File: src/rtl/kmme_pkg.sv
// Shared types and constants for the key matrix MIDI note event block.
// No dependencies.
`default_nettype none

package kmme_pkg;

    localparam int ROW_LINES = 4;   // row inputs per column
    localparam int COL_OFF_W = 4;   // note offset of a column within a row, 0..15
    localparam int CFG_IDX_W = 2;
    localparam int CFG_DATA_W = 8;
    localparam int JOB_Q_DEPTH = 2;

    localparam logic [3:0] MIDI_NOTE_ON = 4'h9;

    localparam logic [CFG_IDX_W-1:0] CFG_MIDI_CHANNEL = 2'd0;
    localparam logic [CFG_IDX_W-1:0] CFG_LOWEST_NOTE = 2'd1;
    localparam logic [CFG_IDX_W-1:0] CFG_PRESS_VELOCITY = 2'd2;

    localparam logic [3:0] RST_MIDI_CHANNEL = 4'd1;
    localparam logic [6:0] RST_LOWEST_NOTE = 7'd41;
    localparam logic [6:0] RST_PRESS_VELOCITY = 7'd127;

    typedef struct packed {
        logic [3:0] midi_channel;
        logic [6:0] lowest_note;
        logic [6:0] press_velocity;
    } cfg_t;

    // One column's worth of key changes
    typedef struct packed {
        logic [COL_OFF_W-1:0] col_off;
        logic [ROW_LINES-1:0] press;
        logic [ROW_LINES-1:0] release_m;
    } job_t;

    // Index of the lowest set bit (0 for an empty mask)
    function automatic logic [1:0] lowest_set(input logic [ROW_LINES-1:0] m);
        logic [1:0] idx;
        idx = 2'd0;
        for (int i = ROW_LINES - 1; i >= 0; i--) begin
            if (m[i]) begin
                idx = 2'(i);
            end
        end
        return idx;
    endfunction

endpackage

`default_nettype wire

File: src/rtl/kmme_col_if.sv
// Column scan channel: column index and row levels.
// Depends on nothing.
`default_nettype none

interface kmme_col_if;
    logic       valid;
    logic       ready;
    logic [2:0] column_index;
    logic [3:0] row_levels;

    modport source (output valid, output column_index, output row_levels, input ready);
    modport sink (input valid, input column_index, input row_levels, output ready);
endinterface

`default_nettype wire

File: src/rtl/kmme_midi_if.sv
// MIDI byte channel: one message byte per item, with end-of-column flag.
// Depends on nothing.
`default_nettype none

interface kmme_midi_if;
    logic       valid;
    logic       ready;
    logic [7:0] midi_byte;
    logic       last_byte;

    modport source (output valid, output midi_byte, output last_byte, input ready);
    modport sink (input valid, input midi_byte, input last_byte, output ready);
endinterface

`default_nettype wire

File: src/rtl/kmme_cfg_if.sv
// Configuration write channel: register index and write data.
// Depends on kmme_pkg for widths.
`default_nettype none

interface kmme_cfg_if;
    logic                             valid;
    logic                             ready;
    logic [kmme_pkg::CFG_IDX_W-1:0]  index;
    logic [kmme_pkg::CFG_DATA_W-1:0] data;

    modport source (output valid, output index, output data, input ready);
    modport sink (input valid, input index, input data, output ready);
endinterface

`default_nettype wire

File: src/rtl/kmme_front.sv
// Front end: accepts scanned columns, keeps the pressed-key map, and
// queues the press/release masks of each changed column. Uses kmme_pkg.
`default_nettype none

module kmme_front #(
    parameter int NUM_COLUMNS = 8,
    parameter int NUM_ROWS = 4
) (
    input  wire logic         clk,
    input  wire logic         rst_n,
    kmme_col_if.sink          col,
    input  wire logic         q_full,
    output logic              q_push,
    output kmme_pkg::job_t    q_job
);

    localparam int COL_W = (NUM_COLUMNS > 1) ? $clog2(NUM_COLUMNS) : 1;
    localparam int MAP_ROWS = (NUM_ROWS < kmme_pkg::ROW_LINES) ? NUM_ROWS
                                                               : kmme_pkg::ROW_LINES;
    localparam logic [kmme_pkg::ROW_LINES-1:0] ROW_EN =
        kmme_pkg::ROW_LINES'((1 << MAP_ROWS) - 1);

    logic [MAP_ROWS-1:0] map_reg [NUM_COLUMNS];

    logic                           accept;
    logic                           col_ok;
    logic [COL_W-1:0]               col_idx;
    logic [kmme_pkg::ROW_LINES-1:0] map_col;
    logic [kmme_pkg::ROW_LINES-1:0] press;
    logic [kmme_pkg::ROW_LINES-1:0] release_m;

    assign col.ready = !q_full;
    assign accept    = col.valid && col.ready;
    assign col_ok    = 32'(col.column_index) < 32'(NUM_COLUMNS);
    assign col_idx   = COL_W'(col.column_index);
    assign map_col   = kmme_pkg::ROW_LINES'(map_reg[col_idx]);
    assign press     = col.row_levels & ~map_col & ROW_EN;
    assign release_m = ~col.row_levels & map_col;

    assign q_push = accept && col_ok && ((press | release_m) != '0);

    always_comb
    begin
        q_job.press     = press;
        q_job.release_m = release_m;
        if (col.column_index == 3'd0)
        begin
            q_job.col_off = kmme_pkg::COL_OFF_W'(NUM_COLUMNS - 1);
        end
        else
        begin
            q_job.col_off = kmme_pkg::COL_OFF_W'(col.column_index) - 4'd1;
        end
    end

    always_ff @(posedge clk or negedge rst_n)
    begin
        if (!rst_n)
        begin
            for (int c = 0; c < NUM_COLUMNS; c++)
            begin
                map_reg[c] <= '0;
            end
        end
        else if (accept && col_ok)
        begin
            map_reg[col_idx] <= MAP_ROWS'(map_col ^ (press | release_m));
        end
    end

endmodule

`default_nettype wire

File: src/rtl/kmme_job_fifo.sv
// Short job queue between front and back ends.
// Uses kmme_pkg for the job type and depth.
`default_nettype none

module kmme_job_fifo (
    input  wire logic       clk,
    input  wire logic       rst_n,
    input  wire logic       push,
    input  kmme_pkg::job_t  push_job,
    output logic            full,
    input  wire logic       pop,
    output logic            not_empty,
    output kmme_pkg::job_t  head_job
);

    localparam int DEPTH = kmme_pkg::JOB_Q_DEPTH;
    localparam int PTR_W = (DEPTH > 1) ? $clog2(DEPTH) : 1;
    localparam int CNT_W = $clog2(DEPTH + 1);

    kmme_pkg::job_t   slot_reg [DEPTH];
    logic [PTR_W-1:0] wr_ptr_reg, wr_ptr_next;
    logic [PTR_W-1:0] rd_ptr_reg, rd_ptr_next;
    logic [CNT_W-1:0] count_reg, count_next;
    logic             do_push, do_pop;

    assign full      = count_reg == CNT_W'(DEPTH);
    assign not_empty = count_reg != '0;
    assign head_job  = slot_reg[rd_ptr_reg];
    assign do_push   = push && !full;
    assign do_pop    = pop && not_empty;

    always_comb
    begin
        wr_ptr_next = wr_ptr_reg;
        rd_ptr_next = rd_ptr_reg;
        count_next  = count_reg;
        if (do_push)
        begin
            wr_ptr_next = (wr_ptr_reg == PTR_W'(DEPTH - 1)) ? '0 : wr_ptr_reg + 1'b1;
        end
        if (do_pop)
        begin
            rd_ptr_next = (rd_ptr_reg == PTR_W'(DEPTH - 1)) ? '0 : rd_ptr_reg + 1'b1;
        end
        if (do_push && !do_pop)
        begin
            count_next = count_reg + 1'b1;
        end
        else if (do_pop && !do_push)
        begin
            count_next = count_reg - 1'b1;
        end
    end

    always_ff @(posedge clk or negedge rst_n)
    begin
        if (!rst_n)
        begin
            wr_ptr_reg <= '0;
            rd_ptr_reg <= '0;
            count_reg  <= '0;
        end
        else
        begin
            wr_ptr_reg <= wr_ptr_next;
            rd_ptr_reg <= rd_ptr_next;
            count_reg  <= count_next;
        end
    end

    always_ff @(posedge clk)
    begin
        if (do_push)
        begin
            slot_reg[wr_ptr_reg] <= push_job;
        end
    end

endmodule

`default_nettype wire

File: src/rtl/kmme_back.sv
// Back end: turns one queued job into note-on messages, one byte per
// cycle while midi.ready is high, through a registered output stage. Uses kmme_pkg.
`default_nettype none

module kmme_back #(
    parameter int NUM_COLUMNS = 8
) (
    input  wire logic       clk,
    input  wire logic       rst_n,
    input  kmme_pkg::cfg_t  cfg_regs,
    input  wire logic       q_valid,
    input  kmme_pkg::job_t  q_job,
    output logic            q_pop,
    kmme_midi_if.source     midi
);

    typedef enum logic [2:0] {
        PH_STATUS = 3'b001,
        PH_NOTE   = 3'b010,
        PH_VEL    = 3'b100
    } phase_t;

    localparam logic [6:0] ROW_STEP = 7'(NUM_COLUMNS);

    phase_t                         phase_reg, phase_next;
    logic                           active_reg, active_next;
    logic [kmme_pkg::COL_OFF_W-1:0] col_off_reg, col_off_next;
    logic [kmme_pkg::ROW_LINES-1:0] press_reg, press_next;
    logic [kmme_pkg::ROW_LINES-1:0] rel_reg, rel_next;
    logic                           outv_reg, outv_next;
    logic [7:0]                     byte_reg, byte_next;
    logic                           last_reg, last_next;

    logic                           adv;
    logic                           use_press;
    logic [kmme_pkg::ROW_LINES-1:0] sel_mask;
    logic [kmme_pkg::ROW_LINES-1:0] low_bit;
    logic [kmme_pkg::ROW_LINES-1:0] rem_press, rem_rel;
    logic                           msg_last;
    logic [1:0]                     row;
    logic [6:0]                     note;
    logic                           job_done;

    assign adv       = active_reg && (!outv_reg || midi.ready);
    assign use_press = press_reg != '0;
    assign sel_mask  = use_press ? press_reg : rel_reg;
    assign low_bit   = sel_mask & (~sel_mask + 1'b1);
    assign rem_press = use_press ? (press_reg & ~low_bit) : press_reg;
    assign rem_rel   = use_press ? rel_reg : (rel_reg & ~low_bit);
    assign msg_last  = (rem_press | rem_rel) == '0;
    assign row       = kmme_pkg::lowest_set(sel_mask);
    assign note      = cfg_regs.lowest_note + 7'(col_off_reg) + ROW_STEP * {5'd0, row};
    assign job_done  = adv && (phase_reg == PH_VEL) && msg_last;
    assign q_pop     = q_valid && (!active_reg || job_done);

    assign midi.valid     = outv_reg;
    assign midi.midi_byte = byte_reg;
    assign midi.last_byte = last_reg;

    always_comb
    begin
        phase_next   = phase_reg;
        active_next  = active_reg;
        col_off_next = col_off_reg;
        press_next   = press_reg;
        rel_next     = rel_reg;
        outv_next    = outv_reg && !midi.ready;
        byte_next    = byte_reg;
        last_next    = last_reg;

        if (adv)
        begin
            outv_next = 1'b1;
            last_next = 1'b0;
            case (phase_reg)
                PH_STATUS:
                begin
                    byte_next  = {kmme_pkg::MIDI_NOTE_ON, cfg_regs.midi_channel};
                    phase_next = PH_NOTE;
                end
                PH_NOTE:
                begin
                    byte_next  = {1'b0, note};
                    phase_next = PH_VEL;
                end
                PH_VEL:
                begin
                    byte_next   = {1'b0, use_press ? cfg_regs.press_velocity : 7'd0};
                    last_next   = msg_last;
                    press_next  = rem_press;
                    rel_next    = rem_rel;
                    phase_next  = PH_STATUS;
                    active_next = !msg_last;
                end
                default:
                begin
                    phase_next = PH_STATUS;
                end
            endcase
        end

        if (q_pop)
        begin
            active_next  = 1'b1;
            phase_next   = PH_STATUS;
            col_off_next = q_job.col_off;
            press_next   = q_job.press;
            rel_next     = q_job.release_m;
        end
    end

    always_ff @(posedge clk or negedge rst_n)
    begin
        if (!rst_n)
        begin
            phase_reg  <= PH_STATUS;
            active_reg <= 1'b0;
            outv_reg   <= 1'b0;
        end
        else
        begin
            phase_reg  <= phase_next;
            active_reg <= active_next;
            outv_reg   <= outv_next;
        end
    end

    always_ff @(posedge clk)
    begin
        col_off_reg <= col_off_next;
        press_reg   <= press_next;
        rel_reg     <= rel_next;
        byte_reg    <= byte_next;
        last_reg    <= last_next;
    end

endmodule

`default_nettype wire

File: src/rtl/key_matrix_midi_note_events_top.sv
// Key matrix scan to MIDI note events: top level.
// Channels:
//   col  (sink)  : one scanned column per item, column_index and row_levels.
//   midi (source): one MIDI byte per item; last_byte marks the final byte
//                  caused by a column. Status 0x9n, note, velocity (0 = release).
//   cfg  (sink)  : register writes (0 channel, 1 lowest note, 2 press velocity);
//                  always ready, write only while no column is in flight.
// Path: the first byte of a changed column goes through the job queue, the
// back end's job registers and the output register. Bytes leave one per cycle
// while midi.ready is high, 3 per changed key, for k <= 4 changed keys per
// column; a column with no change or an out-of-range index produces nothing.
// Throughput is set by the single byte serializer in the back end; the
// two-entry job queue lets the front keep taking columns while the
// serializer drains.
// Stall: when midi.ready is low the output byte holds; the queue fills and
// then col.ready drops. No byte is lost or repeated.
// Reset: pressed-key map cleared (no key down), registers take channel 1,
// lowest note 41, velocity 127; queue and output stage empty.
`default_nettype none

module key_matrix_midi_note_events_top #(
    parameter int NUM_COLUMNS = 8,
    parameter int NUM_ROWS = 4
) (
    input  wire logic   clk,
    input  wire logic   rst_n,
    kmme_col_if.sink    col,
    kmme_midi_if.source midi,
    kmme_cfg_if.sink    cfg
);

    // Configuration registers
    kmme_pkg::cfg_t cfg_reg, cfg_next;

    // Front to queue, queue to back
    logic           q_push;
    logic           q_full;
    logic           q_pop;
    logic           q_valid;
    kmme_pkg::job_t push_job;
    kmme_pkg::job_t head_job;

    assign cfg.ready = 1'b1;

    always_comb
    begin
        cfg_next = cfg_reg;
        if (cfg.valid)
        begin
            case (cfg.index)
                kmme_pkg::CFG_MIDI_CHANNEL:   cfg_next.midi_channel   = cfg.data[3:0];
                kmme_pkg::CFG_LOWEST_NOTE:    cfg_next.lowest_note    = cfg.data[6:0];
                kmme_pkg::CFG_PRESS_VELOCITY: cfg_next.press_velocity = cfg.data[6:0];
                default:                      cfg_next = cfg_reg;
            endcase
        end
    end

    always_ff @(posedge clk or negedge rst_n)
    begin
        if (!rst_n)
        begin
            cfg_reg.midi_channel   <= kmme_pkg::RST_MIDI_CHANNEL;
            cfg_reg.lowest_note    <= kmme_pkg::RST_LOWEST_NOTE;
            cfg_reg.press_velocity <= kmme_pkg::RST_PRESS_VELOCITY;
        end
        else
        begin
            cfg_reg <= cfg_next;
        end
    end

    // Front: classify each column against the pressed map
    kmme_front #(
        .NUM_COLUMNS (NUM_COLUMNS),
        .NUM_ROWS    (NUM_ROWS)
    ) u_front (
        .clk    (clk),
        .rst_n  (rst_n),
        .col    (col),
        .q_full (q_full),
        .q_push (q_push),
        .q_job  (push_job)
    );

    // Decoupling queue
    kmme_job_fifo u_fifo (
        .clk       (clk),
        .rst_n     (rst_n),
        .push      (q_push),
        .push_job  (push_job),
        .full      (q_full),
        .pop       (q_pop),
        .not_empty (q_valid),
        .head_job  (head_job)
    );

    // Back: byte serializer with output register
    kmme_back #(
        .NUM_COLUMNS (NUM_COLUMNS)
    ) u_back (
        .clk      (clk),
        .rst_n    (rst_n),
        .cfg_regs (cfg_reg),
        .q_valid  (q_valid),
        .q_job    (head_job),
        .q_pop    (q_pop),
        .midi     (midi)
    );

endmodule

`default_nettype wire

File: src/flat_wrapper.sv
// flat-port wrapper written by rule: the top's interface ports become plain ports
module key_matrix_midi_note_events_top_flat 
#(
    parameter int NUM_COLUMNS = 8,
    parameter int NUM_ROWS = 4
)
  (clk, rst_n, col_valid, col_column_index, col_row_levels, col_ready, midi_valid, midi_midi_byte, midi_last_byte, midi_ready, cfg_valid, cfg_index, cfg_data, cfg_ready);
  kmme_col_if col_i ();
  kmme_midi_if midi_i ();
  kmme_cfg_if cfg_i ();
  input  wire logic clk;
  input  wire logic rst_n;
  input wire logic [$bits(col_i.valid)-1:0] col_valid;
  input wire logic [$bits(col_i.column_index)-1:0] col_column_index;
  input wire logic [$bits(col_i.row_levels)-1:0] col_row_levels;
  output wire logic [$bits(col_i.ready)-1:0] col_ready;
  output wire logic [$bits(midi_i.valid)-1:0] midi_valid;
  output wire logic [$bits(midi_i.midi_byte)-1:0] midi_midi_byte;
  output wire logic [$bits(midi_i.last_byte)-1:0] midi_last_byte;
  input wire logic [$bits(midi_i.ready)-1:0] midi_ready;
  input wire logic [$bits(cfg_i.valid)-1:0] cfg_valid;
  input wire logic [$bits(cfg_i.index)-1:0] cfg_index;
  input wire logic [$bits(cfg_i.data)-1:0] cfg_data;
  output wire logic [$bits(cfg_i.ready)-1:0] cfg_ready;
  assign col_i.valid = col_valid;
  assign col_i.column_index = col_column_index;
  assign col_i.row_levels = col_row_levels;
  assign col_ready = col_i.ready;
  assign midi_valid = midi_i.valid;
  assign midi_midi_byte = midi_i.midi_byte;
  assign midi_last_byte = midi_i.last_byte;
  assign midi_i.ready = midi_ready;
  assign cfg_i.valid = cfg_valid;
  assign cfg_i.index = cfg_index;
  assign cfg_i.data = cfg_data;
  assign cfg_ready = cfg_i.ready;
  key_matrix_midi_note_events_top #(.NUM_COLUMNS(NUM_COLUMNS), .NUM_ROWS(NUM_ROWS)) u_core (.clk(clk), .rst_n(rst_n), .col(col_i), .midi(midi_i), .cfg(cfg_i));
endmodule
File: config.mk
export PLATFORM = sky130hd
export DESIGN_NAME = key_matrix_midi_note_events_top_flat
export DESIGN_NICKNAME = d
export VERILOG_FILES = /design/src/rtl/kmme_pkg.sv /design/src/rtl/kmme_col_if.sv /design/src/rtl/kmme_midi_if.sv /design/src/rtl/kmme_cfg_if.sv /design/src/rtl/kmme_front.sv /design/src/rtl/kmme_job_fifo.sv /design/src/rtl/kmme_back.sv /design/src/rtl/key_matrix_midi_note_events_top.sv /design/src/flat_wrapper.sv
export SDC_FILE = /design/constraint.sdc
export NUM_CORES = 1
export LEC_CHECK = 0
export ABC_AREA = 1
export BUFFER_PORTS_ARGS = -buffer_cell sky130_fd_sc_hd__buf_2
export CORE_MARGIN = 3
export CORE_UTILIZATION = 23
export CTS_CLUSTER_DIAMETER = 200
export CTS_CLUSTER_SIZE = 16
export DETAILED_ROUTE_END_ITERATION = 12
export PLACE_DENSITY_LB_ADDON = 0.08
export SLEW_MARGIN = 0
export SYNTH_ARGS = -nofsm -noshare
export SYNTH_HDL_FRONTEND = slang
export SYNTH_SLANG_ARGS = --single-unit
File: constraint.sdc
create_clock -name clk -period 3.6 [get_ports clk]
set_input_delay 0.72 -clock clk [delete_from_list [all_inputs] [get_ports clk]]
set_output_delay 0.72 -clock clk [all_outputs]
set_load 0.005 [all_outputs]
==> flow_summary_export.csv, run 1 <==
group,metric,value,unit
status,status,"finished, final reports clean",
hold_path,hp-start,"u_core.u_front.map_reg[2]$_DFFE_PN0P_",
synthesis,synthTopCellsByArea,"edfxtp_1, dfrtp_1, nand2_1",
layout,antenna_cells,0,
synthesis,avgSynthCellArea,8.91,um^2
timing,relSlewSlack,27.0,%
floorplan,dieArea,24000,um^2
layout,layout-drive-gt1-share,14.5,%
hold_path,hold_depth,2,
hold_path,hold_end,"u_core.u_front.map_reg[2]$_DFFE_PN0P_",
floorplan,coreArea,21400,um^2
setup_path,cp.buffers_inverters,4,
synthesis,ys_warn_count,0,
timing,setup-violations-final,0,
setup_path,r2r_cells,16,
setup_path,worstSetupPathType,"in -> reg",
cts,cts-htree-levels,3,
setup_path,critPathCaptureType,"flop",
cts,cts_setup_buffers,0,
drt,drtPass1Iterations,4,
synthesis,synthTopCellsByCount,"nand2_1, inv_1, o21ai_0",
drt,routed_wirelength,11900,um
layout,seq_area,2840,um^2
timing,fin_crit_sh,89.5,%
setup_path,crit_path_max_fanout,12,
synthesis,synth.yosys.seq_area_share,55.7,%
setup_path,cpMostUsedCell,"nand2_1",
floorplan,initial_core_util,23.8,%
synthesis,synth_cells,573,
grt,grt_usage,10.4,%
drt,postRouteAntennaNets,0,
grt,antenna_found_initial,0,
power_and_ir_drop,power,3.91,mW
timing,finalClockSkew,7.31,ps
setup_path,cp.arrival,3190,ps
floorplan,rows,53,
setup_path,critPathTopFamily,"simple AND/OR/NAND/NOR gates",
timing,max_freq,310,MHz
synthesis,syn-cell-area,5100,um^2
layout,largest_register_ffs,32,
synthesis,synth_edf_count,45,
timing,slew_viol_final,0,
synthesis,yosys_register_bits,104,
timing,hold_viol,0,
place,io_buffers,31,
timing,worst_slew_pin_slew,1090,ps
cts,ctsLongestPathBuffers,2,
synthesis,synth_nets,617,
setup_path,critical_path.startpoint_type,"input port",
setup_path,worstPathCellList,"buf_2 > inv_1 > nand3_1 > inv_1 > nand2_1 > nand2_1 > a221oi_1 > buf_4 > nand2_1 > ha_1 > nand2_1 > o31ai_1 > nor2_1",
synthesis,yosysTopAreaCell,"edfxtp_1",
place,placed_cells,892,
power_and_ir_drop,irDropWorstVdd,235,uV
drt,drt_iter0_drc,117,
cts,cts_buffers,9,
timing,timing.setup.tns,0,ps
hold_path,hold_class,"reg -> reg",
grt,grt_first_pass_wirelength,19700,um
setup_path,timing.rr.start,"u_core.u_back.press_reg[0]$_DFFE_PP_",
grt,grt_max_degree,40,
drt,via_per_inst,4.09,
drt,vias,3712,
floorplan,fp.dieH,155,um
cts,cts_sinks,104,
floorplan,die_w,155,um
layout,syn_to_final_growth,18.2,%
setup_path,cp-startpoint,"col_column_index[0]",
timing,period_needed,3220,ps
grt,grt-ovfl-total,0,
cts,cts_resized,0,
setup_path,crit_slowest_cell,"nor2_1",
synthesis,synth-async-reset-ratio,56.7,%
setup_path,max_stage_delay,830,ps
drt,drc,0,
cts,cts_tree,"yes",
synthesis,synthDominantCellAreaShare,26.5,%
synthesis,synth_most_common_cell,"nand2_1",
setup_path,timing.reg2reg.setup_slack,380,ps
place,dp_hpwl,8710,um
power_and_ir_drop,p_leak,2.85,nW
layout,fillers,2284,
layout,fin_cells,908,
layout,multi_input_area,1920,um^2
synthesis,netlist-cell-type-count,42,
cts,clk_pin_slew,70,ps
grt,grt_pass1_vias,3816,
setup_path,cp.required,3570,ps
synthesis,synth_ff_type,"dfrtp_1",
floorplan,io_pins,34,
cts,cts-root-buf,"clkbuf_16",
layout,nets,672,
cts,cts_hold_buf,0,
run,max_cap_violations,0,
cts,clkLatencyLatePin,350,ps
place,gp_congestion,0.760,
setup_path,r2r_end,"u_core.u_back.midi.midi_byte[6]$_SDFFCE_PP0P_",
power_and_ir_drop,p_per_area,647,nW/um^2
drt,routedWlPerCell,13.1,um
timing,rsz0062_at_grt,"no",
## per-stage QoR
stage / hold slack [ps] / area [um^2] / utilization, % / setup slack [ps]
finish: 483 / 6030 / 28.2 / 378
global placement: 468 / 5720 / 26.7 / -84.7
detailed placement: 465 / 5720 / 26.7 / -109
floorplan: 424 / 5100 / - / 511
global route: 505 / 6030 / 28.2 / 47.1
CTS: 486 / 6030 / 28.2 / 265
## power breakdown
| part | switching, mW | internal [mW] | total [mW] |
|---|---|---|---|
| combinational | 0.662 | 0.396 | 1.06 |
| sequential | 0.172 | 1.65 | 1.82 |
| clock | 0.442 | 0.583 | 1.02 |
## worst max-delay path by stage
| stage | to | cells after the start |
|---|---|---|
| after floorplan | u_core.u_fifo.count_reg[1]$_DFFE_PN0P_ | 16 |
| after global placement | u_core.u_fifo.slot_reg[0][11]$_DFFE_PP_ | 13 |
| after detailed placement | u_core.u_fifo.slot_reg[0][11]$_DFFE_PP_ | 13 |
| after CTS | u_core.u_fifo.slot_reg[0][11]$_DFFE_PP_ | 13 |
| after global routing | u_core.u_fifo.count_reg[1]$_DFFE_PN0P_ | 18 |
| final | u_core.u_fifo.slot_reg[0][7]$_DFFE_PP_ | 13 |
## kinds of logic after synthesis
logic type,Yosys count,synth area share (%)
simple gates,272,21.7
fa+ha+maj,22,5.69
xor+xnor,6,1.18
buf+inv,88,6.79
other cells,1,0.0735
mux,2,0.392
compound gates,78,8.48
flops,104,55.7
## placed cells by master (no fill, tap or decap), drive strengths merged, types with 3 or more instances in the layout
master | netlist | layout
a21oi | 13 | 13
nor2 | 31 | 31
edfxtp | 45 | 45
nand3 | 27 | 27
a211oi | 3 | 3
clkinv | 1 | 4
dfstp | 12 | 12
clkbuf | 4 | 12
buf | 6 | 54
xor2 | 4 | 4
nor3 | 3 | 3
ha | 20 | 20
inv | 77 | 77
nand2 | 207 | 207
dfrtp | 47 | 47
o21ai | 51 | 51
## worst register-to-register path: cells and delay by family (launching register included)
kind,cells,cell delay [ps]
adders and majority gates,2,840
and+or+nand+nor,8,810
AOI/OAI and AO/OA,5,790
DFF,1,470
buffers and inverters,1,40
## layout make-up
type	instances	share of cell area [%]
clock buffer	12	4.27
sequential	104	47.1
tap	275	5.70
clock inverter	4	0.850
timing repair buffer	54	5.43
inverter	78	4.85
multi-input combinational	381	31.8
## layer usage
| metal | vias up | wire, um | track usage [%] |
|---|---|---|---|
| li1 | 1940 | - | - |
| met1 | 1727 | 5660 | 13.2 |
| met2 | 34 | 5650 | 17.2 |
| met3 | 11 | 371 | 2.98 |
| met4 | 0 | 170 | 2.99 |
| met5 | - | 0 | 0 |
Note: power is estimated with default switching activity, not from simulation.
==> run 2, diff against run 1 <==
SYNTH_HIERARCHICAL = 1   (was unset)
==> flow_summary_export.csv, run 2 <==
group,metric,value,unit
synthesis,synth.yosys.seq_area_share,51.1,%
power_and_ir_drop,irDropWorstVdd,195,uV
cts,cts_buffers,9,
power_and_ir_drop,p_leak,3.14,nW
timing,max_freq,330,MHz
synthesis,synth-async-reset-ratio,56.7,%
synthesis,yosys.area_share.simple,33.8,%
cts,cts_hold_buf,0,
power_and_ir_drop,p_per_area,702,nW/um^2
grt,grt_usage,10.8,%
layout,fillers,2538,
layout,final_common_cell,"nand2_1",
floorplan,coreArea,23600,um^2
synthesis,synthTopCellsByArea,"edfxtp_1, dfrtp_1, nand2_1",
timing,period_needed,3030,ps
synthesis,synth-xor-area-share,0.472,%
timing,rsz0062_at_grt,"no",
setup_path,cp.arrival,3140,ps
synthesis,muxShareOfSynthArea,0.180,%
drt,drt_iter0_drc,214,
cts,cts-root-buf,"clkbuf_16",
drt,drtPass1Iterations,5,
run,max_cap_violations,0,
synthesis,synth_top_family_by_area,"simple AND/OR/NAND/NOR gates",
timing,worst_slew_pin_slew,1060,ps
floorplan,rows,56,
floorplan,io_pins,34,
floorplan,die_w,162,um
synthesis,yosysTopAreaCell,"edfxtp_1",
timing,fin_crit_sh,84.3,%
layout,utilization,26.8,%
layout,final_cell_mix,"nand2_1, inv_1, nand3_1, dfrtp_1, edfxtp_1",
place,gp_congestion,0.801,
synthesis,synthDominantCellAreaShare,24.3,%
synthesis,synth_nets,699,
drt,via_per_inst,4.13,
timing,setup-violations-final,0,
timing,finalClockSkew,8.69,ps
cts,clkLatencyLatePin,350,ps
drt,met2_length,6620,um
synthesis,ys_warn_count,6,
timing,timing.setup.tns,0,ps
cts,cts_tree,"yes",
synthesis,synth_edf_count,45,
synthesis,yosys_register_bits,104,
grt,grt-ovfl-total,0,
layout,antenna_cells,0,
drt,vias,4188,
cts,ctsLongestPathBuffers,2,
setup_path,worstSetupPathType,"reg -> reg",
status,status,"finished, final reports clean",
timing,hold_viol,0,
cts,cts_sinks,104,
cts,cts_resized,0,
drt,postRouteAntennaNets,0,
synthesis,synth_ff_type,"dfrtp_1",
setup_path,critPathCaptureType,"flop",
cts,cts-htree-levels,3,
place,placed_cells,997,
drt,drc,0,
synthesis,syn-cell-area,5570,um^2
timing,slew_viol_final,0,
drt,routed_wirelength,13700,um
synthesis,avgSynthCellArea,8.50,um^2
layout,multi_input_area,2310,um^2
synthesis,synth-compound-area-share,1.78,%
setup_path,crit_path_max_fanout,5,
place,placed_cell_area,6050,um^2
drt,routed.top_layer,"met4",
cts,cts_setup_buffers,0,
synthesis,netlist-cell-type-count,34,
layout,seq_area,2840,um^2
layout,final_cell_area,6340,um^2
drt,route.layer.met1.wl,6290,um
synthesis,synth_cells,655,
grt,grt_max_degree,43,
floorplan,initial_core_util,23.6,%
timing,setup_ws,567,ps
setup_path,cp.required,3700,ps
grt,grt_first_pass_wirelength,22100,um
place,dp_hpwl,10200,um
synthesis,synthTopCellsByCount,"nand2_1, inv_1, nand3_1",
layout,largest_register_ffs,32,
layout,nets,733,
floorplan,fp.dieH,162,um
synthesis,synth_fa_ha_area_share,5.22,%
drt,routedWlPerCell,13.5,um
grt,grt_pass1_vias,4177,
hold_path,hold_class,"reg -> reg",
floorplan,dieArea,26100,um^2
layout,fin_cells,1013,
setup_path,critical_path.startpoint_type,"flop",
grt,antenna_found_initial,0,
place,io_buffers,31,
place,post-place-ws,395,ps
layout,layout-drive-gt1-share,16.7,%
layout,syn_to_final_growth,13.8,%
synthesis,synth_most_common_cell,"nand2_1",
timing,relSlewSlack,29.1,%
cts,clk_pin_slew,80,ps
drt,wl_met3,477,um
## run 2: routing by layer
layer  track usage (%)  vias up
met5                 0        -
met4              3.48        0
met3              2.92       16
met2              18.4       69
met1              13.2     1946
li1                  -     2157
## run 2: where the power goes
part           total (mW)  internal (mW)  leakage, nW  switching [mW]
Sequential           1.95           1.73         1.12           0.222
Clock               0.955          0.481        0.133           0.474
Combinational        1.54          0.515         1.88            1.03
Total                4.45           2.72         3.14            1.72
## run 2: metrics by stage
step                power, mW  hold slack, ps
finish                   4.45             469
CTS                      4.54             475
global placement         3.55             461
detailed placement       3.55             461
floorplan                3.05             424
global route             4.82             493
## run 2: worst max-delay path: stages, from the launching register on
cell and delay, ps:
edfxtp_1 440, nor2_2 270, nand3_2 120, nand2_2 80, inv_2 40, nor2_4 90
o21bai_1 100, fa_1 490, inv_1 40, ha_1 270, inv_1 80, nor2_1 60
o21ai_0 210, nand2_1 80, a21oi_1 170, xor2_1 150, o21ai_0 80
## run 2: layout make-up
cell class / count / share of cell area, %
Clock buffer: 9 / 3.55
Multi-Input combinational cell: 460 / 36.5
Sequential cell: 104 / 44.9
Tap cell: 319 / 6.30
Clock inverter: 7 / 0.928
Timing Repair Buffer: 39 / 3.40
Inverter: 75 / 4.46
## run 2: final timing paths
kind | to | slack, ps | start | depth (start not counted)
setup / recovery | u_core/u_back/midi.midi_byte[6]$_SDFFCE_PP0P_ | 570 | u_core/u_back/press_reg[0]$_DFFE_PP_ | 16
setup reg to reg | u_core/u_back/midi.midi_byte[6]$_SDFFCE_PP0P_ | 570 | u_core/u_back/press_reg[0]$_DFFE_PP_ | 16
hold reg to reg | u_core/cfg_reg[2]$_DFFE_PN1P_ | 470 | u_core/cfg_reg[2]$_DFFE_PN1P_ | 2
min in group asynchronous | u_core/cfg_reg[16]$_DFFE_PN0P_ | 560 | rst_n | 1
hold / removal | u_core/cfg_reg[2]$_DFFE_PN1P_ | 470 | u_core/cfg_reg[2]$_DFFE_PN1P_ | 2
max in group asynchronous | u_core/u_front/map_reg[30]$_DFFE_PN0P_ | 2240 | rst_n | 2
## run 2: cells by family after synthesis
family | count (synthesis)
AND/OR/NAND/NOR | 417
flip-flops | 104
buffers and inverters | 91
adder cells (fa/ha/maj) | 22
AO/OA/AOI/OAI | 16
XOR/XNOR | 3
other | 1
multiplexers | 1
==> run 3, diff against run 2 <==
clock period = 2.8 ns   (was 3.6 ns; I/O delays follow)
==> flow_summary_export.csv, run 3 (same netlist as run 2, synthesis figures left out) <==
group,metric,value,unit
status,status,"finished, final reports clean",
setup_path,timing.reg2reg.setup_slack,50,ps
cts,cts_tree,"yes",
setup_path,critPathCaptureType,"flop",
timing,holdWs,397,ps
cts,cts_buffers,9,
layout,layout-drive-gt1-share,22.0,%
drt,routed_wirelength,14100,um
drt,wl_met3,427,um
layout,final_common_cell,"nand2_1",
timing,period_needed,2750,ps
floorplan,fp.dieH,162,um
drt,via_per_inst,4.12,
place,gp_congestion,0.760,
setup_path,cp.arrival,2850,ps
drt,routedWlPerCell,13.4,um
cts,cts_sinks,104,
setup_path,worstSetupPathType,"reg -> reg",
layout,fin_cells,1051,
setup_path,crit_path_max_fanout,4,
cts,cts-root-buf,"clkbuf_16",
power_and_ir_drop,p_per_area,899,nW/um^2
drt,met2_length,7080,um
timing,hold_viol,0,
timing,relSlewSlack,44.1,%
place,placed_cells,1033,
setup_path,cp.required,2900,ps
cts,clk_pin_slew,70,ps
timing,max_freq,363,MHz
floorplan,die_w,162,um
timing,slew_viol_final,0,
setup_path,r2r_end,"u_core/u_back/midi.midi_byte[6]$_SDFFCE_PP0P_",
grt,grt_pass1_vias,4485,
drt,route.layer.met1.wl,6190,um
cts,cts_hold_buf,0,
drt,postRouteAntennaNets,0,
layout,syn_to_final_growth,20.5,%
grt,grt_max_degree,60,
grt,grt-ovfl-total,0,
power_and_ir_drop,irDropWorstVdd,291,uV
cts,cts-htree-levels,3,
cts,clkLatencyLatePin,350,ps
place,io_buffers,31,
floorplan,initial_core_util,23.6,%
cts,ctsLongestPathBuffers,2,
grt,grt_first_pass_wirelength,22700,um
timing,rsz0062_at_grt,"yes",
drt,routed.top_layer,"met4",
layout,nets,771,
floorplan,coreArea,23600,um^2
place,dp_hpwl,10400,um
timing,worst_slew_pin_slew,838,ps
grt,antenna_found_initial,0,
drt,drc,0,
run,max_cap_violations,0,
layout,antenna_cells,0,
layout,final_cell_mix,"nand2_1, inv_1, nand3_1, dfrtp_1, edfxtp_1",
floorplan,dieArea,26100,um^2
drt,drtPass1Iterations,5,
timing,setup-violations-final,0,
floorplan,io_pins,34,
drt,drt_iter0_drc,258,
timing,finalClockSkew,7.26,ps
hold_path,hold_class,"in -> async",
floorplan,rows,56,
setup_path,critical_path.startpoint_type,"flop",
setup_path,r2r_cells,16,
layout,largest_register_ffs,32,
setup_path,timing.rr.start,"u_core/u_back/press_reg[3]$_DFFE_PP_",
timing,fin_crit_sh,98.3,%
power_and_ir_drop,p_leak,3.33,nW
drt,vias,4325,
grt,grt_usage,11.1,%
run 3: cell count changes in the layout (fill, tap and decap cells not counted), sizes merged:
cell | previous run | this run
clkinv | 2 | 3
clkbuf | 9 | 12
buf | 39 | 77
inv | 78 | 74
run 3: per-layer routing:
layer	GRT usage [%]	vias to the layer above
met2	20.0	63
met4	4.18	0
met5	0	-
met1	13.0	2000
met3	2.49	24
li1	-	2238
run 3: final cells by class:
cell class / instances / area [um^2]
repair buffers: 77 / 529
clock inverters: 4 / 28.8
well taps: 319 / 399
clock buffers: 12 / 256
fillers: 2550 / 16900
multi-input cells: 460 / 2360
flip-flops and latches: 104 / 2840
inverters: 75 / 288
run 3: power by group:
part | internal, mW | switching (mW) | leakage, nW
logic | 0.893 | 1.44 | 2.07
registers | 2.22 | 0.256 | 1.12
clock network | 0.653 | 0.568 | 0.135
run 3: metrics by stage:
stage | setup WS (ps) | util, % | power (mW) | TNS (ps) | area [um^2]
CTS | 1.31 | 28.1 | 6.07 | 0 | 6650
finish | 48.7 | 28.4 | 6.03 | 0 | 6710
global placement | -207 | 26.9 | 4.77 | -5040 | 6350
global route | -90.5 | 28.4 | 6.58 | -169 | 6710
detailed placement | -242 | 26.9 | 4.79 | -5030 | 6350
floorplan | 12.7 | - | 3.92 | 0 | 5570
run 3: how the worst max path moves through the flow:
stage	start	to	slack, ps	depth (start not counted)
after floorplan	col_column_index[2]	u_core/u_fifo/slot_reg[1][0]$_DFFE_PP_	10	11
after global placement	col_column_index[0]	u_core/u_fifo/count_reg[1]$_DFFE_PN0P_	-210	18
after detailed placement	col_column_index[0]	u_core/u_fifo/count_reg[1]$_DFFE_PN0P_	-240	18
after CTS	u_core/u_back/press_reg[0]$_DFFE_PP_	u_core/u_back/midi.midi_byte[6]$_SDFFCE_PP0P_	1	15
after global routing	u_core/u_back/press_reg[3]$_DFFE_PP_	u_core/u_back/midi.midi_byte[6]$_SDFFCE_PP0P_	-90	16
final	u_core/u_back/press_reg[3]$_DFFE_PP_	u_core/u_back/midi.midi_byte[6]$_SDFFCE_PP0P_	50	16
run 3: timing repair:
action	CTS	global route
endpoints found under the setup margin	2	16
gates resized for setup	5	14
buffers inserted	0	2
endpoints found under the hold margin	0	0
pin swaps	0	11
run 3: critical path, cell delays in order (launching register included):
cell and delay (ps):
edfxtp_1 440, nor2_4 170, nand3_2 90, nand2_2 80, inv_2 40, nor2_4 120
o21bai_4 70, fa_1 490, inv_2 50, ha_4 210, inv_4 50, nor2_2 40
o21ai_1 170, nand2_1 90, a21oi_2 150, xor2_1 150, o21ai_1 80
